## config.mk

```make
export PLATFORM = sky130hd
export DESIGN_NAME = serial_sector_transfer_engine
export DESIGN_NICKNAME = d
export VERILOG_FILES = /design/src/hw/rtl/sste_pkg.sv /design/src/hw/rtl/sste_buffer.sv /design/src/hw/rtl/sste_core.sv /design/src/hw/rtl/serial_sector_transfer_engine.sv
export SDC_FILE = /design/constraint.sdc
export NUM_CORES = 2
export LEC_CHECK = 0
export BUFFER_PORTS_ARGS = -buffer_cell sky130_fd_sc_hd__buf_2
export CELL_PAD_IN_SITES_DETAIL_PLACEMENT = 0
export CELL_PAD_IN_SITES_GLOBAL_PLACEMENT = 2
export CORE_AREA = 2 2 477 479
export CTS_CLUSTER_DIAMETER = 50
export DETAILED_ROUTE_END_ITERATION = 16
export DIE_AREA = 0 0 479 481
export PLACE_DENSITY_LB_ADDON = 0.1
export SYNTH_ARGS = -nofsm -noshare
export SYNTH_HDL_FRONTEND = slang
export SYNTH_SLANG_ARGS = --single-unit
export TNS_END_PERCENT = 30
```

## constraint.sdc

```tcl
create_clock -name clock -period 14.5 [get_ports clock]
set_input_delay 2.9 -clock clock [delete_from_list [all_inputs] [get_ports clock]]
set_output_delay 2.9 -clock clock [all_outputs]
set_load 0.02 [all_outputs]
```

## src/hw/rtl/sste_pkg.sv

```systemverilog
`timescale 1ns / 1ps
`default_nettype none

package sste_pkg;

   localparam int SECTOR_BYTES = 256;
   localparam int POS_BITS     = $clog2(SECTOR_BYTES);

   localparam logic [POS_BITS-1:0] LAST_POS = POS_BITS'(SECTOR_BYTES - 1);

   localparam logic [2:0] CMD_TICK    = 3'd0;
   localparam logic [2:0] CMD_STORE   = 3'd1;
   localparam logic [2:0] CMD_FETCH   = 3'd2;
   localparam logic [2:0] CMD_DONE    = 3'd3;
   localparam logic [2:0] CMD_RESTART = 3'd4;

   localparam logic [1:0] REQ_NONE  = 2'd0;
   localparam logic [1:0] REQ_READ  = 2'd1;
   localparam logic [1:0] REQ_WRITE = 2'd2;

   typedef struct packed {
      logic [2:0]          command;
      logic                atn_high;
      logic                clock_high;
      logic                data_high;
      logic                exit_key;
      logic [POS_BITS-1:0] buf_index;
      logic [7:0]          buf_value;
   } item_type;

   typedef struct packed {
      logic       clock_release;
      logic       data_release;
      logic       busy_res;
      logic [1:0] request;
      logic [6:0] req_track;
      logic [6:0] req_sector;
      logic [7:0] fetch_data;
      logic       active;
   } result_type;

   typedef struct packed {
      logic                we;
      logic [POS_BITS-1:0] addr;
      logic [7:0]          data;
   } wr_type;

endpackage

`default_nettype wire

```

## src/hw/rtl/sste_buffer.sv

```systemverilog
`timescale 1ns / 1ps
`default_nettype none

module sste_buffer
   import sste_pkg::*;
(
   input  wire logic                clock,
   input  wire wr_type              wr,
   input  wire logic [POS_BITS-1:0] tx_addr,
   output logic [7:0]               tx_byte,
   input  wire logic                fetch_en,
   input  wire logic [POS_BITS-1:0] fetch_addr,
   output logic [7:0]               fetch_byte
);

   logic [7:0] sector_buffer_ff [SECTOR_BYTES];
   logic [7:0] tx_byte_ff;
   logic [7:0] fetch_byte_ff;

   always_ff @(posedge clock) begin
      if (wr.we) begin
         sector_buffer_ff[wr.addr] <= wr.data;
      end
   end

   // forward a same-edge write so both read ports see the newest byte
   always_ff @(posedge clock) begin
      if (wr.we && (wr.addr == tx_addr)) begin
         tx_byte_ff <= wr.data;
      end else begin
         tx_byte_ff <= sector_buffer_ff[tx_addr];
      end
   end

   always_ff @(posedge clock) begin
      if (fetch_en) begin
         if (wr.we && (wr.addr == fetch_addr)) begin
            fetch_byte_ff <= wr.data;
         end else begin
            fetch_byte_ff <= sector_buffer_ff[fetch_addr];
         end
      end
   end

   assign tx_byte    = tx_byte_ff;
   assign fetch_byte = fetch_byte_ff;

endmodule

`default_nettype wire

```

## src/hw/rtl/sste_core.sv

```systemverilog
`timescale 1ns / 1ps
`default_nettype none

module sste_core
   import sste_pkg::*;
(
   input  wire logic                clock,
   input  wire logic                reset,
   input  wire logic                fire,
   input  wire item_type            item,
   input  wire logic [7:0]          tx_byte,
   input  wire logic [7:0]          fetch_byte,
   output result_type               result,
   output wr_type                   wr,
   output logic [POS_BITS-1:0]      tx_addr
);

   typedef enum logic [3:0] {
      PH_IDLE, PH_ATN_WAIT, PH_TRK_LOW, PH_TRK_HIGH, PH_SEC_LOW, PH_SEC_HIGH,
      PH_WR_LOW, PH_WR_HIGH, PH_RD_WAIT, PH_TX_LOW, PH_TX_HIGH, PH_WR_WAIT,
      PH_EXITED
   } phase_type;

   localparam logic [3:0] BYTE_BITS = 4'd8;

   phase_type           phase_ff,     phase_in;
   logic [7:0]          shift_ff,     shift_in;
   logic [3:0]          bits_ff,      bits_in;
   logic [POS_BITS-1:0] pos_ff,       pos_in;
   logic [6:0]          track_ff,     track_in;
   logic [6:0]          sector_ff,    sector_in;
   logic                clk_drv_ff,   clk_drv_in;
   logic                dat_drv_ff,   dat_drv_in;

   logic [3:0]          bits_dec;
   logic [7:0]          fetched;
   logic [1:0]          req;

   assign bits_dec = bits_ff - 4'd1;

   always_comb begin
      phase_in   = phase_ff;
      shift_in   = shift_ff;
      bits_in    = bits_ff;
      pos_in     = pos_ff;
      track_in   = track_ff;
      sector_in  = sector_ff;
      clk_drv_in = clk_drv_ff;
      dat_drv_in = dat_drv_ff;
      wr         = '0;
      fetched    = 8'd0;

      if (fire) begin
         case (item.command)
            CMD_TICK: begin
               case (phase_ff)
                  PH_IDLE: begin
                     clk_drv_in = 1'b1;
                     dat_drv_in = 1'b1;
                     if (!item.atn_high) begin
                        clk_drv_in = 1'b0;
                        phase_in   = PH_ATN_WAIT;
                     end else if (item.exit_key) begin
                        phase_in = PH_EXITED;
                     end
                  end
                  PH_ATN_WAIT: begin
                     if (item.atn_high) begin
                        clk_drv_in = 1'b1;
                        dat_drv_in = 1'b1;
                        shift_in   = 8'd0;
                        bits_in    = BYTE_BITS;
                        phase_in   = PH_TRK_LOW;
                     end
                  end
                  PH_TRK_LOW, PH_SEC_LOW, PH_WR_LOW: begin
                     if (!item.atn_high) begin
                        clk_drv_in = 1'b1;
                        dat_drv_in = 1'b1;
                        phase_in   = (phase_ff == PH_WR_LOW) ? PH_EXITED : PH_IDLE;
                     end else if (!item.clock_high) begin
                        shift_in = {~item.data_high, shift_ff[7:1]};
                        case (phase_ff)
                           PH_TRK_LOW: phase_in = PH_TRK_HIGH;
                           PH_SEC_LOW: phase_in = PH_SEC_HIGH;
                           default:    phase_in = PH_WR_HIGH;
                        endcase
                     end
                  end
                  PH_TRK_HIGH, PH_SEC_HIGH, PH_WR_HIGH: begin
                     if (item.clock_high) begin
                        bits_in = bits_dec;
                        if (bits_dec != 4'd0) begin
                           case (phase_ff)
                              PH_TRK_HIGH: phase_in = PH_TRK_LOW;
                              PH_SEC_HIGH: phase_in = PH_SEC_LOW;
                              default:     phase_in = PH_WR_LOW;
                           endcase
                        end else begin
                           clk_drv_in = 1'b0;
                           dat_drv_in = 1'b1;
                           case (phase_ff)
                              PH_TRK_HIGH: begin
                                 if (shift_ff[7]) begin
                                    phase_in   = PH_EXITED;
                                    clk_drv_in = 1'b1;
                                 end else begin
                                    track_in   = shift_ff[6:0];
                                    clk_drv_in = 1'b1;
                                    shift_in   = 8'd0;
                                    bits_in    = BYTE_BITS;
                                    phase_in   = PH_SEC_LOW;
                                 end
                              end
                              PH_SEC_HIGH: begin
                                 sector_in = shift_ff[6:0];
                                 pos_in    = '0;
                                 if (shift_ff[7]) begin
                                    phase_in = PH_RD_WAIT;
                                 end else begin
                                    clk_drv_in = 1'b1;
                                    shift_in   = 8'd0;
                                    bits_in    = BYTE_BITS;
                                    phase_in   = PH_WR_LOW;
                                 end
                              end
                              default: begin
                                 wr.we   = 1'b1;
                                 wr.addr = pos_ff;
                                 wr.data = shift_ff;
                                 if (pos_ff == LAST_POS) begin
                                    phase_in = PH_WR_WAIT;
                                 end else begin
                                    pos_in     = pos_ff + 1'b1;
                                    clk_drv_in = 1'b1;
                                    shift_in   = 8'd0;
                                    bits_in    = BYTE_BITS;
                                    phase_in   = PH_WR_LOW;
                                 end
                              end
                           endcase
                        end
                     end
                  end
                  PH_TX_LOW: begin
                     if (!item.atn_high) begin
                        clk_drv_in = 1'b1;
                        dat_drv_in = 1'b1;
                        phase_in   = PH_IDLE;
                     end else if (!item.clock_high) begin
                        dat_drv_in = shift_ff[0];
                        shift_in   = {1'b0, shift_ff[7:1]};
                        phase_in   = PH_TX_HIGH;
                     end
                  end
                  PH_TX_HIGH: begin
                     if (item.clock_high) begin
                        bits_in = bits_dec;
                        if (bits_dec != 4'd0) begin
                           phase_in = PH_TX_LOW;
                        end else if (pos_ff == LAST_POS) begin
                           clk_drv_in = 1'b1;
                           dat_drv_in = 1'b1;
                           phase_in   = PH_IDLE;
                        end else begin
                           pos_in     = pos_ff + 1'b1;
                           clk_drv_in = 1'b1;
                           dat_drv_in = 1'b1;
                           shift_in   = tx_byte;
                           bits_in    = BYTE_BITS;
                           phase_in   = PH_TX_LOW;
                        end
                     end
                  end
                  default: begin
                  end
               endcase
            end
            CMD_STORE: begin
               wr.we   = 1'b1;
               wr.addr = item.buf_index;
               wr.data = item.buf_value;
            end
            CMD_FETCH: begin
               fetched = fetch_byte;
            end
            CMD_DONE: begin
               if (phase_ff == PH_RD_WAIT) begin
                  pos_in     = '0;
                  clk_drv_in = 1'b1;
                  dat_drv_in = 1'b1;
                  shift_in   = tx_byte;
                  bits_in    = BYTE_BITS;
                  phase_in   = PH_TX_LOW;
               end else if (phase_ff == PH_WR_WAIT) begin
                  clk_drv_in = 1'b1;
                  dat_drv_in = 1'b1;
                  phase_in   = PH_IDLE;
               end
            end
            CMD_RESTART: begin
               clk_drv_in = 1'b1;
               dat_drv_in = 1'b1;
               phase_in   = PH_IDLE;
            end
            default: begin
            end
         endcase
      end
   end

   // prefetch the next byte to send: byte zero while a read is pending
   assign tx_addr = (phase_in == PH_RD_WAIT) ? pos_in : pos_in + 1'b1;

   always_comb begin
      case (phase_in)
         PH_RD_WAIT: req = REQ_READ;
         PH_WR_WAIT: req = REQ_WRITE;
         default:    req = REQ_NONE;
      endcase
      result.clock_release = clk_drv_in;
      result.data_release  = dat_drv_in;
      result.busy_res      = !(phase_in inside {PH_IDLE, PH_EXITED});
      result.request       = req;
      result.req_track     = (req != REQ_NONE) ? track_in  : 7'd0;
      result.req_sector    = (req != REQ_NONE) ? sector_in : 7'd0;
      result.fetch_data    = fetched;
      result.active        = (phase_in != PH_EXITED);
   end

   always_ff @(posedge clock) begin
      if (reset) begin
         phase_ff   <= PH_IDLE;
         shift_ff   <= 8'd0;
         bits_ff    <= 4'd0;
         pos_ff     <= '0;
         track_ff   <= 7'd0;
         sector_ff  <= 7'd0;
         clk_drv_ff <= 1'b1;
         dat_drv_ff <= 1'b1;
      end else begin
         phase_ff   <= phase_in;
         shift_ff   <= shift_in;
         bits_ff    <= bits_in;
         pos_ff     <= pos_in;
         track_ff   <= track_in;
         sector_ff  <= sector_in;
         clk_drv_ff <= clk_drv_in;
         dat_drv_ff <= dat_drv_in;
      end
   end

   a_restart_idle: assert property (@(posedge clock) disable iff (reset)
      fire && (item.command == CMD_RESTART) |=> (phase_ff == PH_IDLE))
      else $error("restart did not return to idle");

   a_hold_on_stall: assert property (@(posedge clock) disable iff (reset)
      !fire |=> $stable(phase_ff) && $stable(pos_ff) && $stable(shift_ff))
      else $error("state moved without a beat");

   a_write_source: assert property (@(posedge clock) disable iff (reset)
      wr.we |-> (item.command == CMD_STORE) || (phase_ff == PH_WR_HIGH))
      else $error("buffer write outside store or receive");

   a_exit_released: assert property (@(posedge clock) disable iff (reset)
      (phase_ff == PH_EXITED) |-> clk_drv_ff && dat_drv_ff)
      else $error("lines driven after exit");

   a_bits_range: assert property (@(posedge clock) disable iff (reset)
      (phase_ff == PH_TX_LOW) || (phase_ff == PH_WR_LOW) |-> (bits_ff != 4'd0)
         && (bits_ff <= BYTE_BITS))
      else $error("bit counter out of range");

endmodule

`default_nettype wire

```

## src/hw/rtl/serial_sector_transfer_engine.sv

```systemverilog
`timescale 1ns / 1ps
`default_nettype none

// channel   direction  beat contents
// req_*     in         tdata: atn_high, clock_high, data_high, exit_key, buf_index,
//                      buf_value; tuser: command
// rsp_*     out        tdata: clock_release, data_release, busy_res, request,
//                      req_track, req_sector, fetch_data, active
//
// One beat per cycle unless results stall; a beat is held in the input register,
// then its result in the output register. Next-state logic feeds the phase registers.
// Reset is synchronous; the sector buffer is not cleared and needs no sweep.
// A stalled result holds the core; one more request beat is buffered meanwhile.

module serial_sector_transfer_engine
   import sste_pkg::*;
(
   input  wire logic        clock,
   input  wire logic        reset,
   input  wire logic        req_tvalid,
   output logic             req_tready,
   // [0] atn_high, [1] clock_high, [2] data_high, [3] exit_key,
   // [11:4] buf_index, [19:12] buf_value, [23:20] zero
   input  wire logic [23:0] req_tdata,
   // [2:0] command
   input  wire logic [2:0]  req_tuser,
   output logic             rsp_tvalid,
   input  wire logic        rsp_tready,
   // [0] clock_release, [1] data_release, [2] busy_res, [4:3] request,
   // [11:5] req_track, [18:12] req_sector, [26:19] fetch_data, [27] active,
   // [31:28] zero
   output logic [31:0]      rsp_tdata
);

   logic                in_valid_ff;
   item_type            item_ff;
   logic                rsp_valid_ff;
   result_type          rsp_ff;
   logic                fire;
   logic                req_accept;
   result_type          result;
   wr_type              wr;
   logic [POS_BITS-1:0] tx_addr;
   logic [7:0]          tx_byte;
   logic [7:0]          fetch_byte;

   assign fire       = in_valid_ff && (!rsp_valid_ff || rsp_tready);
   assign req_tready = !in_valid_ff || fire;
   assign req_accept = req_tvalid && req_tready;

   always_ff @(posedge clock) begin
      if (reset) begin
         in_valid_ff  <= 1'b0;
         rsp_valid_ff <= 1'b0;
      end else begin
         if (req_tready) begin
            in_valid_ff <= req_tvalid;
         end
         if (fire) begin
            rsp_valid_ff <= 1'b1;
         end else if (rsp_tready) begin
            rsp_valid_ff <= 1'b0;
         end
      end
   end

   always_ff @(posedge clock) begin
      if (req_accept) begin
         item_ff.command    <= req_tuser;
         item_ff.atn_high   <= req_tdata[0];
         item_ff.clock_high <= req_tdata[1];
         item_ff.data_high  <= req_tdata[2];
         item_ff.exit_key   <= req_tdata[3];
         item_ff.buf_index  <= req_tdata[11:4];
         item_ff.buf_value  <= req_tdata[19:12];
      end
      if (fire) begin
         rsp_ff <= result;
      end
   end

   sste_buffer u_buffer (
      .clock      (clock),
      .wr         (wr),
      .tx_addr    (tx_addr),
      .tx_byte    (tx_byte),
      .fetch_en   (req_accept),
      .fetch_addr (req_tdata[11:4]),
      .fetch_byte (fetch_byte)
   );

   sste_core u_core (
      .clock      (clock),
      .reset      (reset),
      .fire       (fire),
      .item       (item_ff),
      .tx_byte    (tx_byte),
      .fetch_byte (fetch_byte),
      .result     (result),
      .wr         (wr),
      .tx_addr    (tx_addr)
   );

   assign rsp_tvalid = rsp_valid_ff;
   assign rsp_tdata  = {4'd0, rsp_ff.active, rsp_ff.fetch_data, rsp_ff.req_sector,
                        rsp_ff.req_track, rsp_ff.request, rsp_ff.busy_res,
                        rsp_ff.data_release, rsp_ff.clock_release};

endmodule

`default_nettype wire

```

==> impl_metrics.ini <==
[die]
row_count = 175
dieHeight_um = 481
die_area_mm2 = 0.230
start_util_pct = 44.8
coreArea_mm2 = 0.226
top_level_ports = 65
die_x_um = 479

[timing]
fin_crit_sh_pct = 48.0
finalSetupViolations = 0
slew-limit-headroom_pct = 1.79
finalHoldViolCount = 0
holdWs_ps = 492
setup_slack_ps = 7550
fmax_mhz = 144
worst_pin_slew_ps = 1470
period_needed_ps = 6950
setup_tns_ps = 0
drv_slew = 0
skew_ps = 67.0
rsz0062_at_grt = no

[grt]
grt_pass1_vias = 58500
grt-ovfl-total = 0
track_usage_pct = 30.4
grt_max_degree = 209
grt_pass1_wl_um = 482000
antenna_found_initial = 23

[worst_hold_path]
min_to = u_core.sector_ff[6]
hold_depth = 2
hp-class = reg2reg
hold_path_startpoint = u_core.sector_ff[6]

[final_layout]
fin_util_pct = 50.1
drive_gt1_share_pct = 31.1
final-seq-area_mm2 = 0.0643
n_fill_cell = 18300
syn2layout_area_growth_pct = 12.0
multi_input_area_mm2 = 0.0346
finalNetCount = 5444

[critical_path]
arrival_ps = 7580
cp_slowest_stage_delay_ps = 730
r2r_start = u_core.bits_ff[1]
slowest_stage = nor4_2
rrSetupSlack_ps = 8010
worst-path-stages = 9
path_buf_inv = 3
critPathRequiredTime_ps = 15130
crit_top_cell = mux4_2
reg2reg_depth = 10
crit_fanout = 59
worstPathCellList = buf_8, buf_12, buf_4, mux4_2, mux4_2, a31o_2, nor4_2, nor3_1, mux2_2
worstSetupPathType = in2reg
cp-end-kind = flop
path_delay_family = multiplexers
critPathLaunchType = input pin
rr_endpoint = u_buffer.sector_buffer_ff[147][7]

[job]
maxCapViolations = 1

[clock_tree]
path_clk_slew_ps = 50
cts.sinks = 2157
holdBufCountCts = 0
cts_tree = yes
clockBufferDepth = 4
cts_buffers = 288
post_cts_buffers = 0
htreeDepth = 5
ctsResizeCount = 0
cts_root_buf = clkbuf_16
clk_latency_ps = 930

[power]
p_leak_nw = 29.9
ir_worst_vdd_mv = 0.0937
pwr_density_cell_mw_per_mm2 = 123

[synthesis]
netlist-cell-type-count = 91
ys_top_cells_by_area = edfxtp_1, mux4_2, nor2_1
synth_commonest_cells = edfxtp_1, mux4_2, nor2_1, clkbuf_1, nand2_1
netlist.area_leader.share_pct = 62.6
synth_largest_area_cell = edfxtp_1
syn_area_mm2 = 0.101
synthFlopType = edfxtp_1
synthMostInstantiatedCell = edfxtp_1
ys_seq_area_share_pct = 63.6
synth-edff-count = 2107
avgSynthCellArea_um2 = 18.9
ys_ff_latch = 2157
synth_cells = 5345
synthArstFlopShare_pct = 0
yosys_warnings = 0

[route]
drt-wirelength-per-cell_um = 40.9
first_pass_iters = 6
met2_length_um = 162000
drc_errors = 0
ant_nets = 0
dr_wl_met3_um = 34100
wl_met1_um = 141000
routed_wl_um = 352000
via_per_inst = 6.85
vias = 59000
top_layer = met5
drtIter0Drc = 8094

[run_status]
violations = max-capacitance violations
status = finished with violations

[place]
numPortBuffers = 56
hpwl_um = 225000
dp_worst_setup_slack_ps = 6780
routabilityCongestion = 0.914
## sequential cells by signal, summed over array words and instances, names as in the netlist, named ones only
register	cells
u_core.pos_ff	8
item_ff	23
u_core.clk_drv_ff	1
u_core.phase_ff	4
u_buffer.sector_buffer_ff	2048
u_core.dat_drv_ff	1
u_core.shift_ff	8
u_core.bits_ff	4
in_valid_ff	1
rsp_tvalid	1
u_core.track_ff	7
u_core.sector_ff	7
rsp_tdata	28
u_buffer.fetch_byte	8
## placed cells by master (no fill, tap or decap), types with 33 or more instances in the layout
master     Yosys  layout
a21oi_1      118     118
a221oi_1      48      48
a22o_1        45      45
a22oi_1      171     171
buf_2        125      52
buf_4         42     120
clkbuf_1     182      58
clkbuf_16      0     293
clkinv_1       0      33
dfxtp_1       50      43
edfxtp_1    2107    2107
mux2i_1      151     151
mux4_2      1079    1079
nand2_1      180     173
nand3_1       46      46
nor2_1       407     385
nor3_1        54      52
o21ai_0       68      68
o22ai_1       67      67
## final cells by class
cell class              count  share of cell area, %
clock inverters           131                   1.13
clock buffers             351                   6.67
repair buffers            193                   1.38
diodes                      5                 0.0111
multi-input cells        2741                   30.6
flip-flops and latches   2157                   56.8
well taps                3009                   3.33
inverters                  28                 0.0962
## where the power goes
group | total [W] | internal (W) | switching [W]
Sequential | 0.00677 | 0.00676 | 0.00000958
Clock | 0.00676 | 0.00406 | 0.00270
Combinational | 0.000443 | 0.000142 | 0.000301
## worst reg2reg max path, delay by kind of cell, from the launching register on
family,cells,cell delay [ps]
buffers and inverters,3,2250
adders and majority gates,1,270
and+or+nand+nor,3,2080
AOI/OAI and AO/OA,3,960
DFF,1,410
## cells by family after synthesis
family / share of synthesized area, %
compound gates: 4.60
fa+ha+maj: 0.0495
xor+xnor: 0.0867
buf+inv: 2.36
other cells: 0.00371
mux: 25.8
flops: 63.6
simple gates: 3.54
## worst max-delay path by stage
stage | from | to | slack (ps)
2_1_floorplan | rsp_tready | u_buffer.sector_buffer_ff[0][0] | 3130
3_5_place_dp | req_tdata[4] | u_buffer.fetch_byte[6] | 6780
6_report | req_tdata[4] | u_buffer.fetch_byte[6] | 7550
5_1_grt | req_tdata[4] | u_buffer.fetch_byte[4] | 7550
4_1_cts | req_tdata[4] | u_buffer.fetch_byte[6] | 7720
3_3_place_gp | req_tdata[4] | u_buffer.fetch_byte[6] | 6750
## routing by layer
metal  global-route usage (%)  vias to the layer above
met4                     11.8                        6
met2                     46.2                     3220
met5                        0                        -
li1                         -                    23100
met3                     6.95                      625
met1                     42.9                    32100
## stage by stage
stage | total power, W | area (um^2) | std cells
6_report | 0.0140 | 113000 | 8615
2_1_floorplan | 0.00716 | 101000 | 5348
4_1_cts | 0.0140 | 113000 | 8610
5_1_grt | 0.0143 | 113000 | 8611
3_3_place_gp | 0.00734 | 104000 | 8128
3_5_place_dp | 0.00733 | 104000 | 8128
Note: power is estimated with default switching activity, not from simulation.
